==> config.mk <==
export PLATFORM = sky130hd
export DESIGN_NAME = icf_calc
export DESIGN_NICKNAME = d
export VERILOG_FILES = /design/src/rtl/icf_pkg.sv /design/src/rtl/icf_calc.sv
export SDC_FILE = /design/constraint.sdc
export NUM_CORES = 2
export LEC_CHECK = 0
export CORE_UTILIZATION = 30
export CTS_CLUSTER_SIZE = 20
export DETAILED_ROUTE_END_ITERATION = 8
export DONT_BUFFER_PORTS = 1
export GPL_TIMING_DRIVEN = 0
export SLEW_MARGIN = 25
export SYNTH_ARGS = -nofsm -noshare
export SYNTH_HDL_FRONTEND = slang
export SYNTH_SLANG_ARGS = --single-unit
==> constraint.sdc <==
create_clock -name clk -period 7.4 [get_ports clk]
set_input_delay 0 -clock clk [delete_from_list [all_inputs] [get_ports clk]]
set_output_delay 0 -clock clk [all_outputs]
set_load 0.02 [all_outputs]
==> src/rtl/icf_pkg.sv <==
`timescale 1ns / 1ps
`default_nettype none

package icf_pkg;

  localparam int IMAGE_SIZE   = 256;
  localparam int MAX_KERNEL   = 11;
  localparam int CHANNELS     = 3;

  localparam int TAPS         = MAX_KERNEL * MAX_KERNEL;
  localparam int LINE_ROWS    = MAX_KERNEL + 1;
  localparam int LINE_DEPTH   = LINE_ROWS * IMAGE_SIZE;
  localparam int FRAME_PIXELS = IMAGE_SIZE * IMAGE_SIZE;

  localparam int COL_W  = $clog2(IMAGE_SIZE);
  localparam int ROW_W  = COL_W + 2;
  localparam int Q_W    = ROW_W + COL_W;
  localparam int RM_W   = $clog2(LINE_ROWS);
  localparam int LA_W   = $clog2(LINE_DEPTH);
  localparam int CA_W   = $clog2(TAPS);
  localparam int K_W    = $clog2(MAX_KERNEL + 1);
  localparam int TR_W   = ROW_W + 1;
  localparam int TC_W   = COL_W + 2;
  localparam int PIX_W  = 24;
  localparam int COEF_W = 16;
  localparam int ACC_W  = 32;
  localparam int T_W    = 28;

  localparam logic [1:0] FUNC_COEF    = 2'd0;
  localparam logic [1:0] FUNC_PIXEL   = 2'd1;
  localparam logic [1:0] MODE_CONV    = 2'd0;
  localparam logic [1:0] MODE_SOBEL   = 2'd1;
  localparam logic [1:0] MODE_UNSHARP = 2'd2;

  localparam logic [1:0] REG_KSIZE = 2'd0;
  localparam logic [1:0] REG_MODE  = 2'd1;
  localparam logic [1:0] REG_GAIN  = 2'd2;

  typedef enum logic [2:0] {
    ST_IDLE,
    ST_GATHER,
    ST_DRAIN,
    ST_POST1,
    ST_POST2,
    ST_POST3
  } icf_state_t;

  typedef struct packed {
    logic              start;
    logic              tap_valid;
    logic              in_img;
    logic              coef_ok;
    logic              center;
    logic signed [2:0] sobel_k;
    logic              post1;
    logic              post2;
  } icf_ctl_t;

  function automatic logic [K_W-1:0] eff_size(input logic [3:0] ks, input logic [1:0] mode);
    logic [3:0] n;
    n = ks;
    if (mode == MODE_SOBEL) n = 4'd3;
    else begin
      if (n > 4'(MAX_KERNEL)) n = 4'(MAX_KERNEL);
      if (n == 4'd0) n = 4'd1;
      if (n[0] == 1'b0) n = n - 4'd1;
    end
    return n[K_W-1:0];
  endfunction

  function automatic logic signed [2:0] sobel_tap(input logic [K_W-1:0] a,
                                                  input logic [K_W-1:0] b);
    logic signed [2:0] mag;
    logic signed [2:0] k;
    mag = (a == K_W'(1)) ? 3'sd2 : 3'sd1;
    k = 3'sd0;
    if (b == K_W'(0)) k = -mag;
    else if (b == K_W'(2)) k = mag;
    return k;
  endfunction

endpackage

`default_nettype wire

==> src/rtl/icf_calc.sv <==
`timescale 1ns / 1ps
`default_nettype none

module icf_calc (
  input  wire logic                               clk,
  input  wire logic                               rst,
  input  wire icf_pkg::icf_ctl_t                  ctl,
  input  wire logic [icf_pkg::PIX_W-1:0]          line_rdata,
  input  wire logic [icf_pkg::COEF_W-1:0]         coef_rdata,
  input  wire logic [1:0]                         filter_mode,
  input  wire logic signed [15:0]                 unsharp_gain,
  output logic [icf_pkg::PIX_W-1:0]               result
);

  function automatic logic [7:0] clamp_acc(input logic signed [icf_pkg::ACC_W-1:0] v);
    logic signed [icf_pkg::ACC_W-1:0] s;
    s = v >>> 12;
    if (v <= 0) return 8'd0;
    return (s > 255) ? 8'd255 : s[7:0];
  endfunction

  function automatic logic [7:0] clamp_t(input logic signed [icf_pkg::T_W-1:0] v);
    logic signed [icf_pkg::T_W-1:0] s;
    s = v >>> 8;
    if (v <= 0) return 8'd0;
    return (s > 255) ? 8'd255 : s[7:0];
  endfunction

  logic                       tv_q, img_q, cok_q, ctr_q;
  logic signed [2:0]          sk_q;
  logic signed [15:0]         kval;
  logic                       sobel, unsharp;

  assign sobel   = filter_mode == icf_pkg::MODE_SOBEL;
  assign unsharp = filter_mode == icf_pkg::MODE_UNSHARP;
  assign kval    = sobel ? 16'(sk_q) : (cok_q ? $signed(coef_rdata) : 16'sd0);

  always_ff @(posedge clk) begin
    if (rst) tv_q <= 1'b0;
    else tv_q <= ctl.tap_valid;
  end

  always_ff @(posedge clk) begin
    img_q <= ctl.in_img;
    cok_q <= ctl.coef_ok;
    ctr_q <= ctl.center;
    sk_q  <= ctl.sobel_k;
  end

  for (genvar ch = 0; ch < 3; ch++) begin : g_ch
    if (ch < icf_pkg::CHANNELS) begin : g_on
      logic [7:0]                       pix, x_reg, base_reg, conv;
      logic signed [24:0]               prod;
      logic signed [icf_pkg::ACC_W-1:0] acc, absv;
      logic signed [9:0]                diff_reg;
      logic signed [icf_pkg::T_W-1:0]   t_reg;

      assign pix  = img_q ? line_rdata[8*ch +: 8] : 8'd0;
      assign prod = $signed({1'b0, pix}) * kval;
      assign conv = clamp_acc(acc);
      assign absv = (acc < 0) ? -acc : acc;

      always_ff @(posedge clk) begin
        if (ctl.start) acc <= '0;
        else if (tv_q) acc <= acc + icf_pkg::ACC_W'(prod);
        if (tv_q && ctr_q) x_reg <= pix;
        if (ctl.post1) begin
          base_reg <= sobel ? ((absv > 255) ? 8'd255 : absv[7:0]) : conv;
          diff_reg <= $signed({2'b00, x_reg}) - $signed({2'b00, conv});
        end
        if (ctl.post2) begin
          t_reg <= icf_pkg::T_W'(diff_reg) * icf_pkg::T_W'(unsharp_gain)
                   + icf_pkg::T_W'({x_reg, 8'd0});
        end
      end

      assign result[8*ch +: 8] = unsharp ? clamp_t(t_reg) : base_reg;
    end else begin : g_off
      assign result[8*ch +: 8] = 8'd0;
    end
  end

endmodule

`default_nettype wire

==> reports/results.txt <==
H-tree levels -> 2
Hold Vio Cnt, Final -> 0
Crit path time final -> 7.136 ns
Worst slew pin tran -> 1.119 ns
Drt total wl -> 133.4 mm
Worst-path cell chain -> and2_4, clkbuf_2, a21o_1, clkbuf_4, nand2_1, fa_1, fa_1, inv_1, fa_1, fa_1, inv_1, fa_1, inv_1, ha_1, or3_1, o41ai_4, or4_1, nand2_1, o311a_1, o21ai_0, a21oi_1, or4_1, nand3_1
Core area -> 0.1498 mm2
Slew Limit Headroom -> 25.41%
Register Area -> 0.006659 mm2
DRT Pass-1 Iters -> 5
Worst Skew -> 0.05042 ns
Synthesis warning total -> 0
Initial core utilization -> 30.19%
Placed insts -> 7091
Die Area -> 0.1523 mm2
Synth top area share -> 34.93%
Slowest CP cell -> fa_1
Area leader, netlist -> fa_1
Port Buffers -> 0
Number of global-route vias before repair -> 36015
Synth cell types -> 89
Max-cap violations -> 0
Global route overflow -> 0
Worst-path fanout max -> 10
Die W -> 390.2 um
Arrival @ worst endpoint -> 7.67 ns
Total CTS buffers -> 34
Antenna violations before repair -> 23
Multi-input gate area in the final layout -> 0.03403 mm2
Worst-case clock buffer depth -> 3
# rows -> 142
Sequential share of the synthesized area -> 14.72%
Post-DP HPWL -> 111.5 mm
Async SR Flop Fraction -> 0%
Area Overhead vs Synth -> 9.256%
Largest cells by area after synthesis -> fa_1 (35%), ha_1 (11%), edfxtp_1 (10%)
Required @ worst endpoint -> 7.93 ns
Max incr delay on CP -> 0.54 ns
Syn Nets -> 6318
Final period util -> 96.44%
Syn Area/Cell -> 8.910 um2
Cells after Synth -> 5075
Root Driver -> clkbuf_16
TritonCTS clock tree -> yes
Final non-filler cell total -> 7175
Vias after detailed routing -> 35146
Max FFs per register -> 96
Yosys reg bits -> 256
Pin count of the biggest net entering global routing -> 79
Setup CP Type -> reg2reg
DRT iter0 DRCs -> 2496
Via/cell ratio -> 4.898
Die Y -> 390.2 um
Ports -> 94
Most frequent cell after synthesis -> inv_1
RSZ-0062 raised after global routing -> yes
Number of fillers in the final layout -> 15591
Final setup viols -> 0
Gpl congestion -> 0.9449
First-pass GRT wire length -> 208.4 mm
Detail Route Antenna Nets -> 0
GRT Overall Usage -> 17.81%
Synthesized area -> 0.04522 mm2
Worst Hold Class -> in2reg
Fmax -> 0.1401 GHz
CTS Sinks -> 256
Critical path endpoint category -> flip-flop
Synth Flop Type -> edfxtp_1
Clk Latency, worst-skew pair -> 0.63 ns
Final nets -> 6370
Post-synth EDFFs -> 153
Crit path launch type -> flip-flop
Status -> finished clean
Commonest cells in the netlist -> inv_1 (1057), fa_1 (789), nand2_1 (610)
DR WL/cell -> 18.60 um
Critical Path Most Common Cell -> fa_1
Remaining DRCs -> 0
Worst-path clk slew -> 0.06 ns
Layout cells sized above 1 -> 3.571%
Max Transition Viols Final -> 0
==> kinds of logic after synthesis <==
group	synth area share (%)
AO/OA/AOI/OAI	9.535
XOR/XNOR	3.603
adder cells (fa/ha/maj)	45.56
buffers and inverters	10.36
flip-flops	14.72
multiplexers	1.170
AND/OR/NAND/NOR	15.06
==> critical path, delay by kind of cell, from the launching register on <==
family,cells,cell delay [ns]
AO/OA/AOI/OAI,5,1.49
AND/OR/NAND/NOR,7,1.71
adder cells (fa/ha/maj),6,2.71
flip-flops,1,0.43
buffers and inverters,5,0.70
==> layout by cell type (no fill, tap or decap), types with 58 or more instances in the layout <==
cell type / n
inv_1: 1052
fa_1: 789
nand2_1: 604
nor2_1: 425
ha_1: 384
o21ai_0: 159
a21oi_1: 156
and2_1: 155
edfxtp_1: 153
xnor2_1: 128
clkbuf_1: 125
dfxtp_1: 101
a21o_1: 86
nor3_1: 58
xor2_1: 58
==> layer usage <==
metal	vias up	part of all wire, %	global-route usage (%)
li1	16050	-	-
met3	226	7.8	3.349
met5	-	0.11	0
met2	1166	46	28.90
met1	17680	42	23.58
met4	24	4.1	6.324
==> final timing paths <==
check / cells after the start / startpoint / to / slack, ns
worst max-delay path: 23 / cok_q / g_ch[2].g_on.acc[30] / 0.26
worst min register to register: 2 / g_ch[0].g_on.acc[28] / g_ch[0].g_on.acc[28] / 0.52
worst min-delay path: 2 / line_rdata[13] / g_ch[1].g_on.x_reg[5] / 0.03
worst max register to register: 23 / cok_q / g_ch[2].g_on.acc[30] / 0.26
==> layout make-up <==
type,instances,area share (%)
multi-input cells,3576,68.88
clock buffers,45,1.887
plain buffers,163,1.408
repair buffers,26,0.5926
well taps,2016,5.106
flip-flops and latches,256,13.48
inverters,1070,8.165
clock inverters,17,0.4508
diodes,6,0.03039
==> stage by stage <==
stage          utilization (%)  instance area [um2]  setup WS (ns)  hold slack, ns  setup TNS [ns]
2_1_floorplan                -                45220         0.6114         0.02772               0
3_3_place_gp             31.87                47740         -1.475         0.02776          -37.79
3_5_place_dp             31.89                47760         -1.492         0.02776          -36.94
4_1_cts                  32.89                49270       0.004500         0.03690               0
5_1_grt                  32.98                49400       -0.04663         0.02033        -0.08329
6_report                 32.98                49400         0.2637         0.03280               0
==> timing repair <==
| item | CTS | global route |
|---|---|---|
| buffers inserted | 0 | 1 |
| hold buffers | 24 | 1 |
| cloned | 0 | 0 |
| endpoints found under the setup margin | 52 | 23 |
| hold endpoints to repair | 144 | 1 |
| resized for setup | 45 | 56 |
| pin swaps | 0 | 2 |
Power is left out: the tool's default activity adds up to more than one toggle a clock period on the data nets, which glitch-free logic cannot reach.
