==> src/rtl/icf_pkg.sv <==
`timescale 1ns / 1ps
`default_nettype none

package icf_pkg;

  localparam int IMAGE_SIZE   = 256;
  localparam int MAX_KERNEL   = 11;
  localparam int CHANNELS     = 3;

  localparam int TAPS         = MAX_KERNEL * MAX_KERNEL;
  localparam int LINE_ROWS    = MAX_KERNEL + 1;
  localparam int LINE_DEPTH   = LINE_ROWS * IMAGE_SIZE;
  localparam int FRAME_PIXELS = IMAGE_SIZE * IMAGE_SIZE;

  localparam int COL_W  = $clog2(IMAGE_SIZE);
  localparam int ROW_W  = COL_W + 2;
  localparam int Q_W    = ROW_W + COL_W;
  localparam int RM_W   = $clog2(LINE_ROWS);
  localparam int LA_W   = $clog2(LINE_DEPTH);
  localparam int CA_W   = $clog2(TAPS);
  localparam int K_W    = $clog2(MAX_KERNEL + 1);
  localparam int TR_W   = ROW_W + 1;
  localparam int TC_W   = COL_W + 2;
  localparam int PIX_W  = 24;
  localparam int COEF_W = 16;
  localparam int ACC_W  = 32;
  localparam int T_W    = 28;

  localparam logic [1:0] FUNC_COEF    = 2'd0;
  localparam logic [1:0] FUNC_PIXEL   = 2'd1;
  localparam logic [1:0] MODE_CONV    = 2'd0;
  localparam logic [1:0] MODE_SOBEL   = 2'd1;
  localparam logic [1:0] MODE_UNSHARP = 2'd2;

  localparam logic [1:0] REG_KSIZE = 2'd0;
  localparam logic [1:0] REG_MODE  = 2'd1;
  localparam logic [1:0] REG_GAIN  = 2'd2;

  typedef enum logic [2:0] {
    ST_IDLE,
    ST_GATHER,
    ST_DRAIN,
    ST_POST1,
    ST_POST2,
    ST_POST3
  } icf_state_t;

  typedef struct packed {
    logic              start;
    logic              tap_valid;
    logic              in_img;
    logic              coef_ok;
    logic              center;
    logic signed [2:0] sobel_k;
    logic              post1;
    logic              post2;
  } icf_ctl_t;

  function automatic logic [K_W-1:0] eff_size(input logic [3:0] ks, input logic [1:0] mode);
    logic [3:0] n;
    n = ks;
    if (mode == MODE_SOBEL) n = 4'd3;
    else begin
      if (n > 4'(MAX_KERNEL)) n = 4'(MAX_KERNEL);
      if (n == 4'd0) n = 4'd1;
      if (n[0] == 1'b0) n = n - 4'd1;
    end
    return n[K_W-1:0];
  endfunction

  function automatic logic signed [2:0] sobel_tap(input logic [K_W-1:0] a,
                                                  input logic [K_W-1:0] b);
    logic signed [2:0] mag;
    logic signed [2:0] k;
    mag = (a == K_W'(1)) ? 3'sd2 : 3'sd1;
    k = 3'sd0;
    if (b == K_W'(0)) k = -mag;
    else if (b == K_W'(2)) k = mag;
    return k;
  endfunction

endpackage

`default_nettype wire

==> src/rtl/icf_ctrl.sv <==
`timescale 1ns / 1ps
`default_nettype none

module icf_ctrl (
  input  wire logic                        clk,
  input  wire logic                        rst,
  input  wire logic                        accept,
  input  wire logic [1:0]                  func,
  input  wire logic [6:0]                  coef_index,
  input  wire logic [3:0]                  kernel_size,
  input  wire logic [1:0]                  filter_mode,
  input  wire logic                        out_free,
  output logic                             in_ready,
  output logic                             line_we,
  output logic [icf_pkg::LA_W-1:0]         line_waddr,
  output logic                             coef_we,
  output logic [icf_pkg::CA_W-1:0]         coef_waddr,
  output logic                             rd_en,
  output logic [icf_pkg::LA_W-1:0]         line_raddr,
  output logic [icf_pkg::CA_W-1:0]         coef_raddr,
  output icf_pkg::icf_ctl_t                ctl,
  output logic                             load_out,
  output logic                             eor,
  output logic                             eof
);

  icf_pkg::icf_state_t state, state_next;

  logic [icf_pkg::COL_W-1:0] in_col, out_col;
  logic [icf_pkg::ROW_W-1:0] in_row, out_row;
  logic [icf_pkg::RM_W-1:0]  in_rm, out_rm;
  logic [icf_pkg::TAPS-1:0]  cvalid;

  logic [icf_pkg::K_W-1:0]  n_cur, h_cur, n_reg, h_reg, ta, tb;
  logic [icf_pkg::Q_W-1:0]  q, p, d;
  logic                     is_item, emit, in_frame, last_tap, in_img;
  logic signed [icf_pkg::TR_W-1:0] tap_row;
  logic signed [icf_pkg::TC_W-1:0] tap_col, col0;
  logic [icf_pkg::RM_W-1:0] tap_rm, rm_init;
  logic [icf_pkg::CA_W-1:0] crow;

  assign n_cur    = icf_pkg::eff_size(kernel_size, filter_mode);
  assign h_cur    = (n_cur - icf_pkg::K_W'(1)) >> 1;
  assign q        = icf_pkg::Q_W'(in_row) * icf_pkg::Q_W'(icf_pkg::IMAGE_SIZE)
                    + icf_pkg::Q_W'(in_col);
  assign p        = icf_pkg::Q_W'(out_row) * icf_pkg::Q_W'(icf_pkg::IMAGE_SIZE)
                    + icf_pkg::Q_W'(out_col);
  assign d        = icf_pkg::Q_W'(h_cur) * icf_pkg::Q_W'(icf_pkg::IMAGE_SIZE)
                    + icf_pkg::Q_W'(h_cur);
  assign is_item  = accept && (func != icf_pkg::FUNC_COEF);
  assign emit     = q >= p + d;
  assign in_frame = q < icf_pkg::Q_W'(icf_pkg::FRAME_PIXELS);

  assign line_we    = is_item && in_frame;
  assign line_waddr = icf_pkg::LA_W'(in_rm) * icf_pkg::LA_W'(icf_pkg::IMAGE_SIZE)
                      + icf_pkg::LA_W'(in_col);
  assign coef_we    = accept && (func == icf_pkg::FUNC_COEF)
                      && (32'(coef_index) < icf_pkg::TAPS);
  assign coef_waddr = icf_pkg::CA_W'(coef_index);

  assign rm_init = (out_rm >= icf_pkg::RM_W'(h_cur)) ? out_rm - icf_pkg::RM_W'(h_cur)
                 : out_rm + (icf_pkg::RM_W'(icf_pkg::LINE_ROWS) - icf_pkg::RM_W'(h_cur));

  assign in_img = (tap_row >= 0) && (tap_row < icf_pkg::IMAGE_SIZE)
                  && (tap_col >= 0) && (tap_col < icf_pkg::IMAGE_SIZE);
  assign line_raddr = icf_pkg::LA_W'(tap_rm) * icf_pkg::LA_W'(icf_pkg::IMAGE_SIZE)
                      + icf_pkg::LA_W'(tap_col[icf_pkg::COL_W-1:0]);
  assign coef_raddr = crow + icf_pkg::CA_W'(tb);
  assign last_tap   = (ta == n_reg - icf_pkg::K_W'(1)) && (tb == n_reg - icf_pkg::K_W'(1));

  always_ff @(posedge clk) begin
    if (rst) begin
      state   <= icf_pkg::ST_IDLE;
      in_col  <= '0;
      in_row  <= '0;
      in_rm   <= '0;
      out_col <= '0;
      out_row <= '0;
      out_rm  <= '0;
      cvalid  <= '0;
    end else begin
      state <= state_next;
      if (coef_we) cvalid[coef_waddr] <= 1'b1;
      if (is_item) begin
        if (in_col == icf_pkg::COL_W'(icf_pkg::IMAGE_SIZE - 1)) begin
          in_col <= '0;
          in_row <= in_row + icf_pkg::ROW_W'(1);
          in_rm  <= (in_rm == icf_pkg::RM_W'(icf_pkg::LINE_ROWS - 1)) ? '0
                    : in_rm + icf_pkg::RM_W'(1);
        end else begin
          in_col <= in_col + icf_pkg::COL_W'(1);
        end
        if (emit) begin
          if (out_col == icf_pkg::COL_W'(icf_pkg::IMAGE_SIZE - 1)) begin
            out_col <= '0;
            out_row <= out_row + icf_pkg::ROW_W'(1);
            out_rm  <= (out_rm == icf_pkg::RM_W'(icf_pkg::LINE_ROWS - 1)) ? '0
                       : out_rm + icf_pkg::RM_W'(1);
          end else begin
            out_col <= out_col + icf_pkg::COL_W'(1);
          end
          if (p >= icf_pkg::Q_W'(icf_pkg::FRAME_PIXELS - 1)) begin
            in_col  <= '0;
            in_row  <= '0;
            in_rm   <= '0;
            out_col <= '0;
            out_row <= '0;
            out_rm  <= '0;
          end
        end
      end
    end
  end

  // tap walk: row-major over the n x n window
  always_ff @(posedge clk) begin
    if (state == icf_pkg::ST_IDLE && is_item && emit) begin
      n_reg   <= n_cur;
      h_reg   <= h_cur;
      ta      <= '0;
      tb      <= '0;
      tap_row <= icf_pkg::TR_W'({1'b0, out_row}) - icf_pkg::TR_W'(h_cur);
      tap_col <= icf_pkg::TC_W'({1'b0, out_col}) - icf_pkg::TC_W'(h_cur);
      col0    <= icf_pkg::TC_W'({1'b0, out_col}) - icf_pkg::TC_W'(h_cur);
      tap_rm  <= rm_init;
      crow    <= '0;
      eor     <= out_col == icf_pkg::COL_W'(icf_pkg::IMAGE_SIZE - 1);
      eof     <= p == icf_pkg::Q_W'(icf_pkg::FRAME_PIXELS - 1);
    end else if (state == icf_pkg::ST_GATHER) begin
      if (tb == n_reg - icf_pkg::K_W'(1)) begin
        tb      <= '0;
        tap_col <= col0;
        ta      <= ta + icf_pkg::K_W'(1);
        tap_row <= tap_row + icf_pkg::TR_W'(1);
        tap_rm  <= (tap_rm == icf_pkg::RM_W'(icf_pkg::LINE_ROWS - 1)) ? '0
                   : tap_rm + icf_pkg::RM_W'(1);
        crow    <= crow + icf_pkg::CA_W'(icf_pkg::MAX_KERNEL);
      end else begin
        tb      <= tb + icf_pkg::K_W'(1);
        tap_col <= tap_col + icf_pkg::TC_W'(1);
      end
    end
  end

  always_comb begin
    state_next    = state;
    in_ready      = 1'b0;
    rd_en         = 1'b0;
    load_out      = 1'b0;
    ctl.start     = 1'b0;
    ctl.tap_valid = 1'b0;
    ctl.in_img    = in_img;
    ctl.coef_ok   = cvalid[coef_raddr];
    ctl.center    = (ta == h_reg) && (tb == h_reg);
    ctl.sobel_k   = icf_pkg::sobel_tap(ta, tb);
    ctl.post1     = 1'b0;
    ctl.post2     = 1'b0;
    case (state)
      icf_pkg::ST_IDLE: begin
        in_ready = 1'b1;
        if (is_item && emit) begin
          ctl.start  = 1'b1;
          state_next = icf_pkg::ST_GATHER;
        end
      end
      icf_pkg::ST_GATHER: begin
        rd_en         = 1'b1;
        ctl.tap_valid = 1'b1;
        if (last_tap) state_next = icf_pkg::ST_DRAIN;
      end
      icf_pkg::ST_DRAIN: state_next = icf_pkg::ST_POST1;
      icf_pkg::ST_POST1: begin
        ctl.post1  = 1'b1;
        state_next = icf_pkg::ST_POST2;
      end
      icf_pkg::ST_POST2: begin
        ctl.post2  = 1'b1;
        state_next = icf_pkg::ST_POST3;
      end
      icf_pkg::ST_POST3: begin
        if (out_free) begin
          load_out   = 1'b1;
          state_next = icf_pkg::ST_IDLE;
        end
      end
      default: state_next = icf_pkg::ST_IDLE;
    endcase
  end

endmodule

`default_nettype wire

==> config.mk <==
export PLATFORM = sky130hd
export DESIGN_NAME = icf_ctrl
export DESIGN_NICKNAME = d
export VERILOG_FILES = /design/src/rtl/icf_pkg.sv /design/src/rtl/icf_ctrl.sv
export SDC_FILE = /design/constraint.sdc
export NUM_CORES = 1
export LEC_CHECK = 0
export BUFFER_PORTS_ARGS = -buffer_cell sky130_fd_sc_hd__buf_2
export CORE_UTILIZATION = 30
export DETAILED_ROUTE_END_ITERATION = 8
export PLACE_DENSITY = 0.57
export REMOVE_ABC_BUFFERS = 1
export SETUP_SLACK_MARGIN = 0.3
export SLEW_MARGIN = 10
export SYNTH_ARGS = -nofsm -noshare
export SYNTH_HDL_FRONTEND = slang
export SYNTH_SLANG_ARGS = --single-unit
==> constraint.sdc <==
create_clock -name clk -period 5.6 [get_ports clk]
set_input_delay 0.28 -clock clk [delete_from_list [all_inputs] [get_ports clk]]
set_output_delay 0.28 -clock clk [all_outputs]
set_load 0.01 [all_outputs]
==> out/metrics.csv, run 1 <==
metric;value;unit
crit path DAT;4.67;ns
CP Max Fanout;46;
Initial Utilization;30.4;%
GRT Total Usage;15.3;%
most frequent CP cell;ha_1;
fin crit share;88.4;%
CP Capture Type;primary output;
Die W;200;µm
Worst-Skew Late Latency;0.53;ns
vias in the first global route;9077;
WP buf/inv;5;
CTS tree;built;
Cells after Synth;1305;
Yosys warnings;0;
Via Count;9411;
Final Power;0.00508;W
antenna viol nets, final;0;
Worst-Margin Slew;1.21;ns
worst path required time;5.32;ns
Slew Viols, Final;0;
Most used DFF post-synth;dfxtp_1;
Biggest register;cvalid;
#FFs+latches synth;223;
setup tns final;0;ns
Avg Synthesized Cell Area;9.00;µm²
Max Root-Sink Buffers;3;
Worst-path clk slew;0.06;ns
Largest register FFs;121;
crit start category;input port;
asr flop ratio synth;0;%
placer's final routability congestion estimate;0.815;
initial DRC count;422;
critical path class;in -> out;
Leakage Power;5.12;nW
H-Tree Depth;1;
nets;1428;
CTS Sinks;223;
biggest regs;cvalid: 121 flops, tap_row: 11 flops;
clock root cell;clkbuf_16;
failing checks;DRC;
antenna violations before repair;0;
Max-slew headroom;18.6;%
total CTS buffers;25;
minimum clock period;4.95;ns
vias per inst;5.01;
layout cells sized above 1;13.5;%
r2r worst-path depth;16;
critical path startpoint;kernel_size[3];
num rows;72;
Hold Crit Class;in -> reg;
post-DR wirelength/cell;16.1;µm
first-pass detailed-route iteration total;7;
Yosys cell types;70;
RSZ-0062 raised after global routing;no;
r2r startpoint;out_col[1]$_SDFFE_PP0P_;
EDFF count, synth;40;
R2R setup slack;1.34;ns
setup violators final;0;
num ports;74;
endpoints failing hold;0;
Power Density;381;nW/µm²
Max Clock Skew;0.00865;ns
Routed Wire Length;30.2;mm
diodes inserted;0;
CP cell instances;buf_2 -> nor3_1 -> a211oi_1 -> ha_1 -> nand2_1 -> xnor2_1 -> nand2_1 -> ha_1 -> inv_1 -> a21o_1 -> a21oi_1 -> o41a_1 -> o21ai_0 -> buf_4 -> nand3_1 -> xor2_1 -> ha_1 -> a211oi_1 -> o21ai_0 -> a221o_1 -> o211ai_2 -> inv_4 -> buf_2;
Max Fclk;202;MHz
chip height;200;µm
CP max-delay cell;o41a_1;
Buffers on Ports;73;
Crit path max-delay family;compound AO/OA/AOI/OAI gates;
Peak VDD IR;0.195;mV
pin count of the biggest net entering global routing;88;
drt drc;1;
Final Instance Area;13300;µm²
Layout area overhead;13.3;%
Filler Cell Count;3946;
mapped cell area;11700;µm²
core box area;38600;µm²
Largest stage delay, worst path;0.43;ns
max-cap violation count;0;
r2r endpoint;h_reg[1]$_DFFE_PN_;
register area share after synthesis;41.4;%
first-pass GRT wire length;49.0;mm
DIE AREA;40000;µm²
status;complete, but fails checks;
DP HPWL;20.7;mm
gr ovfl total;0;
Worst path depth;23;
crit path to;ctl[9];
dpl cell area;12600;µm²
-- Yosys cell counts (4+ instances only) --
master,count,area [µm²]
nor2_1,224,841
dfxtp_1,183,3660
a21oi_1,174,871
nand2_1,78,293
ha_1,57,713
xor2_1,51,447
inv_1,45,169
edfxtp_1,40,1200
nand3_1,38,190
o21ai_0,37,185
xnor2_1,37,324
clkbuf_1,32,120
mux4_2,30,676
nor3_1,25,125
buf_4,20,150
and3_1,18,113
a31oi_1,15,93.8
buf_2,15,75.1
buf_1,13,48.8
nand4_1,13,81.3
nand2b_1,11,68.8
mux2i_1,10,100
a211oi_1,9,67.6
nor2b_1,9,56.3
or3_1,9,56.3
a21o_1,8,60.1
nor4_1,8,50.1
o211ai_1,8,60.1
a2111oi_0,7,61.3
fa_1,7,140
o21ai_1,7,35.0
or4_1,7,52.6
nor4b_1,4,35.0
o22ai_1,4,25.0
-- logic make-up (layout without fill, tap and decap cells) --
family,after synthesis,after routing,synth area share [%]
AOI/OAI and AO/OA,299,299,14.8
muxes,41,41,6.70
xor gates and xnor gates,89,89,6.70
and+or+nand+nor,461,461,18.3
DFF,223,223,41.4
buffers and inverters,128,182,4.90
adders and majority gates,64,64,7.26
-- report_power, final --
part	switching (W)	total [W]	internal, W
Clock	0.000653	0.00152	0.000866
Sequential	0.000148	0.00190	0.00175
Combinational	0.00101	0.00166	0.000651
Total	0.00181	0.00508	0.00326
-- per-stage QoR --
stage,utilization [%],hold slack (ns),instances,setup WS (ns)
floorplan,-,0.349,1224,0.0469
global placement,32.5,0.442,1836,0.474
detailed placement,32.5,0.451,1836,0.425
CTS,34.4,0.109,1877,0.471
global route,34.4,0.144,1877,0.322
finish,34.4,0.126,1877,0.651
-- placed cells by master (no fill, tap or decap), drive strengths merged, types with 10 or more instances in the layout --
master | synthesis | routed
xnor2 | 37 | 37
clkbuf | 33 | 33
a31oi | 15 | 15
ha | 57 | 57
xor2 | 52 | 52
dfxtp | 183 | 183
a21oi | 175 | 175
mux4 | 30 | 30
o21ai | 47 | 47
nand2b | 11 | 11
nand3 | 38 | 38
nor3 | 27 | 27
nand4 | 14 | 14
edfxtp | 40 | 40
inv | 47 | 48
nand2 | 78 | 78
buf | 48 | 94
nor4 | 10 | 10
mux2i | 10 | 10
and3 | 18 | 18
nor2 | 225 | 225
-- worst min path at each step --
stage                                   end  cells after the start  slack, ns               startpoint
global placement    cvalid[50]$_SDFFE_PP0P_                      2       0.44  cvalid[50]$_SDFFE_PP0P_
detailed placement  cvalid[50]$_SDFFE_PP0P_                      2       0.45  cvalid[50]$_SDFFE_PP0P_
CTS                      n_reg[3]$_DFFE_PN_                      2       0.11           kernel_size[0]
finish                   n_reg[3]$_DFFE_PN_                      2       0.13           kernel_size[0]
global route             n_reg[3]$_DFFE_PN_                      2       0.14           kernel_size[0]
floorplan            in_col[0]$_SDFFE_PP0P_                      1       0.35                      rst
-- routing by layer --
layer / vias up / global-route usage (%) / share of wire [%] / wire [µm]
li1: 4673 / - / - / -
met1: 4511 / 21.3 / 48 / 14500
met2: 183 / 25.0 / 46 / 13900
met3: 44 / 2.32 / 4.2 / 1280
met4: 0 / 3.51 / 1.6 / 489
met5: - / 0 / 0 / 0
-- cell type report --
cell class | instances | area (µm²) | share of cell area [%]
multi-input cells | 954 | 6350 | 47.7
flip-flops and latches | 223 | 4860 | 36.6
clock buffers | 33 | 696 | 5.23
well taps | 518 | 648 | 4.87
repair buffers | 94 | 526 | 3.95
inverters | 47 | 179 | 1.34
clock inverters | 8 | 46.3 | 0.348
-- timing repair --
item | in CTS | in global routing
gates resized for setup | 0 | 2
setup endpoints to repair | 0 | 1
buffers inserted | 0 | 0
hold buffers | 0 | 0
(Power assumes the default switching activity.)
==> run 2, diff against run 1 <==
--- a/config.mk
+++ b/config.mk
@@ -7,6 +7,7 @@
 export LEC_CHECK = 0
 export BUFFER_PORTS_ARGS = -buffer_cell sky130_fd_sc_hd__buf_2
 export CORE_UTILIZATION = 30
+export CTS_BUF_LIST = sky130_fd_sc_hd__clkbuf_16
 export DETAILED_ROUTE_END_ITERATION = 8
 export PLACE_DENSITY = 0.57
 export REMOVE_ABC_BUFFERS = 1
==> constraint.sdc (replaced) <==
create_clock -name clk -period 5.6 [get_ports clk]
set_input_delay 1.12 -clock clk [delete_from_list [all_inputs] [get_ports clk]]
set_output_delay 1.12 -clock clk [all_outputs]
set_load 0.01 [all_outputs]
==> run 2 against run 1 <==
Compared with the run above: clock power is essentially flat; setup slack lost 0.94 ns; sequential share of layout area shrank 1.1 points; final cell count grew 2.1%; non-clock buffer count grew 34; clock skew grew 0.0093 ns; the run ends with setup timing left; global-route usage shrank 0.24 points; count of clock-buffer cells in the layout shrank 7; first-iteration DRC count grew 32%; hold slack gained 0.33 ns; combinational power is essentially flat.
==> out/metrics.csv, run 2 (synthesis gave the netlist of run 1 again) <==
metric;value;unit
Buffers on Ports;73;
P_int;0.00327;W
Largest register FFs;121;
GRT Total Usage;15.1;%
r2r endpoint;out_col[5]$_SDFFE_PP0P_;
Leakage Power;5.37;nW
pre-CTS setup slack;-0.599;ns
Slew Viols, Final;0;
Largest stage delay, worst path;0.34;ns
Crit path max-delay family;compound AO/OA/AOI/OAI gates;
Routed Wire Length;30.6;mm
layout cells sized above 1;16.8;%
max-cap violation count;0;
RSZ-0062 raised after global routing;yes;
Worst-Skew Late Latency;0.55;ns
core box area;38600;µm²
critical path class;in -> out;
first-pass detailed-route iteration total;5;
CTS tree;built;
placer's final routability congestion estimate;0.826;
CP cell instances;buf_8 -> a211oi_4 -> ha_2 -> nand2_2 -> xnor2_2 -> nand2_2 -> inv_2 -> buf_6 -> fa_2 -> a21o_1 -> a31oi_1 -> o21bai_1 -> a21o_1 -> nand3_2 -> xor2_1 -> ha_1 -> a21o_1 -> a221o_1 -> o211ai_2 -> inv_2 -> buf_6;
diodes inserted;0;
Switching Share;35.7;%
commonest non-fill, non-tap cell in the layout;nor2_1;
Hold WS;0.460;ns
dpl cell area;12800;µm²
r2r worst-path depth;18;
CTS Sinks;223;
R2R setup slack;1.61;ns
antenna violations before repair;0;
most frequent cells in the layout;nor2_1 (217), dfxtp_1 (183), a21oi_1 (173);
Hold Crit Class;reg -> reg;
WP buf/inv;5;
crit start category;input port;
num ports;74;
H-Tree Depth;1;
Max-slew headroom;20.5;%
gr ovfl total;0;
Max Root-Sink Buffers;3;
Die W;200;µm
Combinational Power Share;32.8;%
CP Max Fanout;3;
worst path required time;4.48;ns
first-pass GRT wire length;48.0;mm
fin crit share;105;%
clock root cell;clkbuf_16;
Biggest register;cvalid;
Post-CTS Hold Buffers;0;
sequential cell fraction of total power;37.3;%
Peak VDD IR;0.228;mV
chip height;200;µm
crit path DAT;4.77;ns
nets;1463;
Worst-path clk slew;0.06;ns
Via Count;9585;
DIE AREA;40000;µm²
DP HPWL;20.9;mm
setup violators final;1;
r2r startpoint;out_col[1]$_SDFFE_PP0P_;
vias in the first global route;8929;
Max Fclk;170;MHz
biggest regs;cvalid: 121 flops, tap_row: 11 flops;
final critical-path setup slack;-0.287;ns
vias per inst;5.00;
most frequent CP cell;a21o_1;
Clk pwr share;29.9;%
failing checks;setup timing;
endpoints failing hold;0;
min-delay src;cvalid[94]$_SDFFE_PP0P_;
num rows;72;
drt drc;0;
worst hold path depth;2;
CP Capture Type;primary output;
Worst-Margin Slew;1.18;ns
Final Instance Area;13700;µm²
CP max-delay cell;a221o_1;
Max Clock Skew;0.0179;ns
post-DR wirelength/cell;16.0;µm
antenna viol nets, final;0;
Layout area overhead;16.9;%
status;complete, but fails checks;
Initial Utilization;30.4;%
P_sw;0.00181;W
minimum clock period;5.89;ns
pin count of the biggest net entering global routing;79;
total CTS buffers;26;
hold path endpoint;cvalid[94]$_SDFFE_PP0P_;
Power Density;370;nW/µm²
initial DRC count;555;
-- run 2: final cells by class --
type / instances / area (µm²)
flip-flops and latches: 223 / 4860
multi-input cells: 954 / 6440
clock buffers: 26 / 651
well taps: 518 / 648
inverters: 47 / 176
repair buffers: 128 / 855
clock inverters: 21 / 108
fillers: 3974 / 24900
-- run 2: worst max path at each step --
stage	startpoint	endpoint	slack, ns	cells past startpoint
6_report	kernel_size[3]	ctl[9]	-0.29	21
5_1_grt	kernel_size[3]	ctl[9]	-0.47	21
4_1_cts	kernel_size[3]	ctl[9]	-0.25	21
3_5_place_dp	kernel_size[2]	ctl[9]	-0.60	21
3_3_place_gp	kernel_size[2]	ctl[9]	-0.61	21
2_1_floorplan	kernel_size[2]	ctl[9]	-1.08	19
-- run 2: tightest hold or removal path: stages (launching register included) --
cell and delay (ns):
dfxtp_1 0.32, a21oi_1 0.04, nor2_1 0.07
-- run 2: metrics by stage --
step	TNS [ns]	power, W	utilization [%]	std cells
final	-0.287	0.00508	35.6	1917
after global placement	-9.13	0.00358	33.2	1866
after floorplan	-39.05	0.00299	-	1224
after global routing	-0.467	0.00537	35.6	1917
after detailed placement	-10.35	0.00360	33.2	1866
after CTS	-0.255	0.00513	35.5	1916
-- run 2: power groups by stage --
stage,sequential [W],clock [W],combinational [W]
after global routing,0.00191,0.00162,0.00183
final,0.00189,0.00152,0.00166
after floorplan,0.00189,0,0.00110
after CTS,0.00189,0.00156,0.00168
after detailed placement,0.00193,0,0.00167
after global placement,0.00192,0,0.00166
-- run 2: timing repair --
action                                 4_1_cts  5_1_grt
setup buffers                                3        0
setup endpoints to repair                    1        1
gates resized for setup                     26        3
endpoints found under the hold margin        0        0
pin swaps                                   19        1
-- run 2: per-layer routing --
metal  track usage (%)  share of wire [%]  vias up
met4              3.73                1.6        0
li1                  -                  -     4733
met3              2.52                6.0       39
met1              21.0                 47     4574
met5                 0                  0        -
met2              24.2                 45      239
==> run 3, diff against run 2 <==
--- a/config.mk
+++ b/config.mk
@@ -9,7 +9,7 @@
 export CORE_UTILIZATION = 30
 export CTS_BUF_LIST = sky130_fd_sc_hd__clkbuf_16
 export DETAILED_ROUTE_END_ITERATION = 8
-export PLACE_DENSITY = 0.57
+export PLACE_DENSITY = 0.59
 export REMOVE_ABC_BUFFERS = 1
 export SETUP_SLACK_MARGIN = 0.3
 export SLEW_MARGIN = 10
==> constraint.sdc (replaced) <==
create_clock -name clk -period 5.05 [get_ports clk]
set_input_delay 1.01 -clock clk [delete_from_list [all_inputs] [get_ports clk]]
set_output_delay 1.01 -clock clk [all_outputs]
set_load 0.01 [all_outputs]
==> run 3 against run 2 <==
Compared with the run above: the flow still finishes with violations (setup timing); setup slack worse by 0.39 ns; core utilization up 1.5 points; combinational power rose by 17%; clock power grew 19%; sequential share of layout area shrank 1.4 points; count of clock-buffer cells in the layout fell by 1; cell area rose by 4.1%; critical path depth stayed put; first-iteration DRC count down 5.2%; clock skew down 0.00086 ns.
==> out/metrics.csv, run 3 (synthesis gave the netlist of run 1 again) <==
metric;value;unit
Power Density;410;nW/µm²
most frequent cells in the layout;nor2_1 (203), dfxtp_1 (181), a21oi_1 (162);
Largest stage delay, worst path;0.36;ns
Slew Viols, Final;0;
nets;1474;
final core utilization;37.0;%
CP Capture Type;primary output;
pin count of the biggest net entering global routing;81;
fin crit share;113;%
Hold Crit Class;reg -> reg;
CP max-delay cell;o41a_1;
pre-CTS setup slack;-0.970;ns
CP Max Fanout;3;
Leakage Power;5.49;nW
Switching Share;35.1;%
H-Tree Depth;1;
failing checks;setup timing;
DP HPWL;21.0;mm
Max Clock Skew;0.0171;ns
minimum clock period;5.72;ns
endpoints failing hold;0;
total CTS buffers;25;
layout cells sized above 1;21.8;%
diodes inserted;0;
first-pass detailed-route iteration total;5;
core box area;38600;µm²
Worst-Margin Slew;1.09;ns
initial DRC count;526;
CP cell instances;buf_8 -> a211oi_4 -> ha_2 -> nand2_2 -> xnor2_2 -> nand2_2 -> ha_4 -> inv_2 -> a21o_1 -> a21oi_2 -> o41a_1 -> o21ai_2 -> nand3_1 -> xor2_1 -> ha_1 -> a211oi_2 -> o21ai_1 -> a221o_1 -> o211ai_2 -> inv_2 -> buf_6;
setup violators final;1;
RSZ-0062 raised after global routing;yes;
DIE AREA;40000;µm²
crit path DAT;4.71;ns
antenna violations before repair;0;
vias in the first global route;9255;
Max Root-Sink Buffers;3;
sequential cell fraction of total power;35.8;%
critical path class;in -> out;
placer's final routability congestion estimate;0.835;
Final Instance Area;14300;µm²
max-cap violation count;0;
dpl cell area;12900;µm²
vias per inst;5.08;
Clk pwr share;30.9;%
Die W;200;µm
P_int;0.00381;W
placed insts;1867;
CTS tree;built;
antenna viol nets, final;0;
num rows;72;
first-pass GRT wire length;49.4;mm
biggest regs;cvalid: 121 flops, tap_row: 11 flops;
Worst-Skew Late Latency;0.54;ns
GRT Total Usage;15.5;%
Combinational Power Share;33.3;%
gr ovfl total;0;
Routed Wire Length;31.3;mm
status;complete, but fails checks;
Peak VDD IR;0.235;mV
Max-slew headroom;27.2;%
CTS Sinks;223;
commonest non-fill, non-tap cell in the layout;nor2_1;
worst path required time;4.04;ns
crit start category;input port;
P_sw;0.00206;W
final critical-path setup slack;-0.673;ns
Worst-path clk slew;0.06;ns
Post-CTS Hold Buffers;0;
Via Count;9780;
clock root cell;clkbuf_16;
fin cells;1927;
post-DR wirelength/cell;16.2;µm
chip height;200;µm
Layout area overhead;21.7;%
Buffers on Ports;73;
num ports;74;
Biggest register;cvalid;
Largest register FFs;121;
Initial Utilization;30.4;%
Max Fclk;175;MHz
drt drc;0;
==> run 3: changes by cell type in the layout (fill, tap and decap cells not counted), sizes merged <==
cell      change
buf          +11
inv           -4
clkinv        -3
clkinvlp      +3
bufinv        +3
==> run 3: power groups by stage <==
stage	logic, W	clock network [W]	registers (W)
after floorplan	0.00122	0	0.00210
after global placement	0.00186	0	0.00213
after detailed placement	0.00188	0	0.00213
after CTS	0.00194	0.00185	0.00210
after global routing	0.00216	0.00193	0.00213
final	0.00195	0.00181	0.00210
==> run 3: what timing repair did <==
action                                  4_1_cts  5_1_grt
endpoints found under the setup margin      127      126
gates cloned                                  0        3
gates resized for setup                      34      102
pin swaps                                    21       70
setup buffers                                 5        7
==> run 3: layout make-up <==
cell class / instances / area [µm²]
repair buffers: 140 / 1040
fillers: 3864 / 24300
flip-flops and latches: 223 / 4870
inverters: 47 / 180
clock buffers: 25 / 626
well taps: 518 / 648
clock inverters: 20 / 176
multi-input cells: 954 / 6760
==> run 3: worst paths after layout <==
| check | from | to | slack [ns] | cells past startpoint |
|---|---|---|---|---|
| max | kernel_size[2] | ctl[9] | -0.67 | 21 |
| min | cvalid[82]$_SDFFE_PP0P_ | cvalid[82]$_SDFFE_PP0P_ | 0.46 | 2 |
| min reg2reg | cvalid[82]$_SDFFE_PP0P_ | cvalid[82]$_SDFFE_PP0P_ | 0.46 | 2 |
| max reg2reg | out_col[1]$_SDFFE_PP0P_ | tap_col[0]$_DFFE_PP_ | 0.96 | 17 |
==> run 3: per-stage QoR <==
step	setup TNS, ns	hold WS, ns	power, W
after global placement	-54.03	0.443	0.00400
after CTS	-0.607	0.464	0.00589
final	-0.673	0.464	0.00587
after floorplan	-87.13	0.431	0.00332
after global routing	-0.905	0.481	0.00621
after detailed placement	-62.10	0.448	0.00402
==> run 3: metal layers <==
| layer | wire length (µm) | vias up | part of all wire [%] | GRT usage (%) |
|---|---|---|---|---|
| li1 | - | 4774 | - | - |
| met1 | 14700 | 4743 | 47 | 21.4 |
| met2 | 14500 | 217 | 46 | 25.1 |
| met3 | 1300 | 46 | 4.1 | 1.86 |
| met4 | 779 | 0 | 2.5 | 5.12 |
| met5 | 0 | - | 0 | 0 |
==> run 3: worst max-delay path: cells and delay by family <==
| family | cells | cell delay (ns) |
|---|---|---|
| adder cells (fa/ha/maj) | 3 | 0.81 |
| AO/OA/AOI/OAI | 9 | 1.91 |
| buffers and inverters | 4 | 0.36 |
| XOR/XNOR | 2 | 0.31 |
| AND/OR/NAND/NOR | 3 | 0.29 |
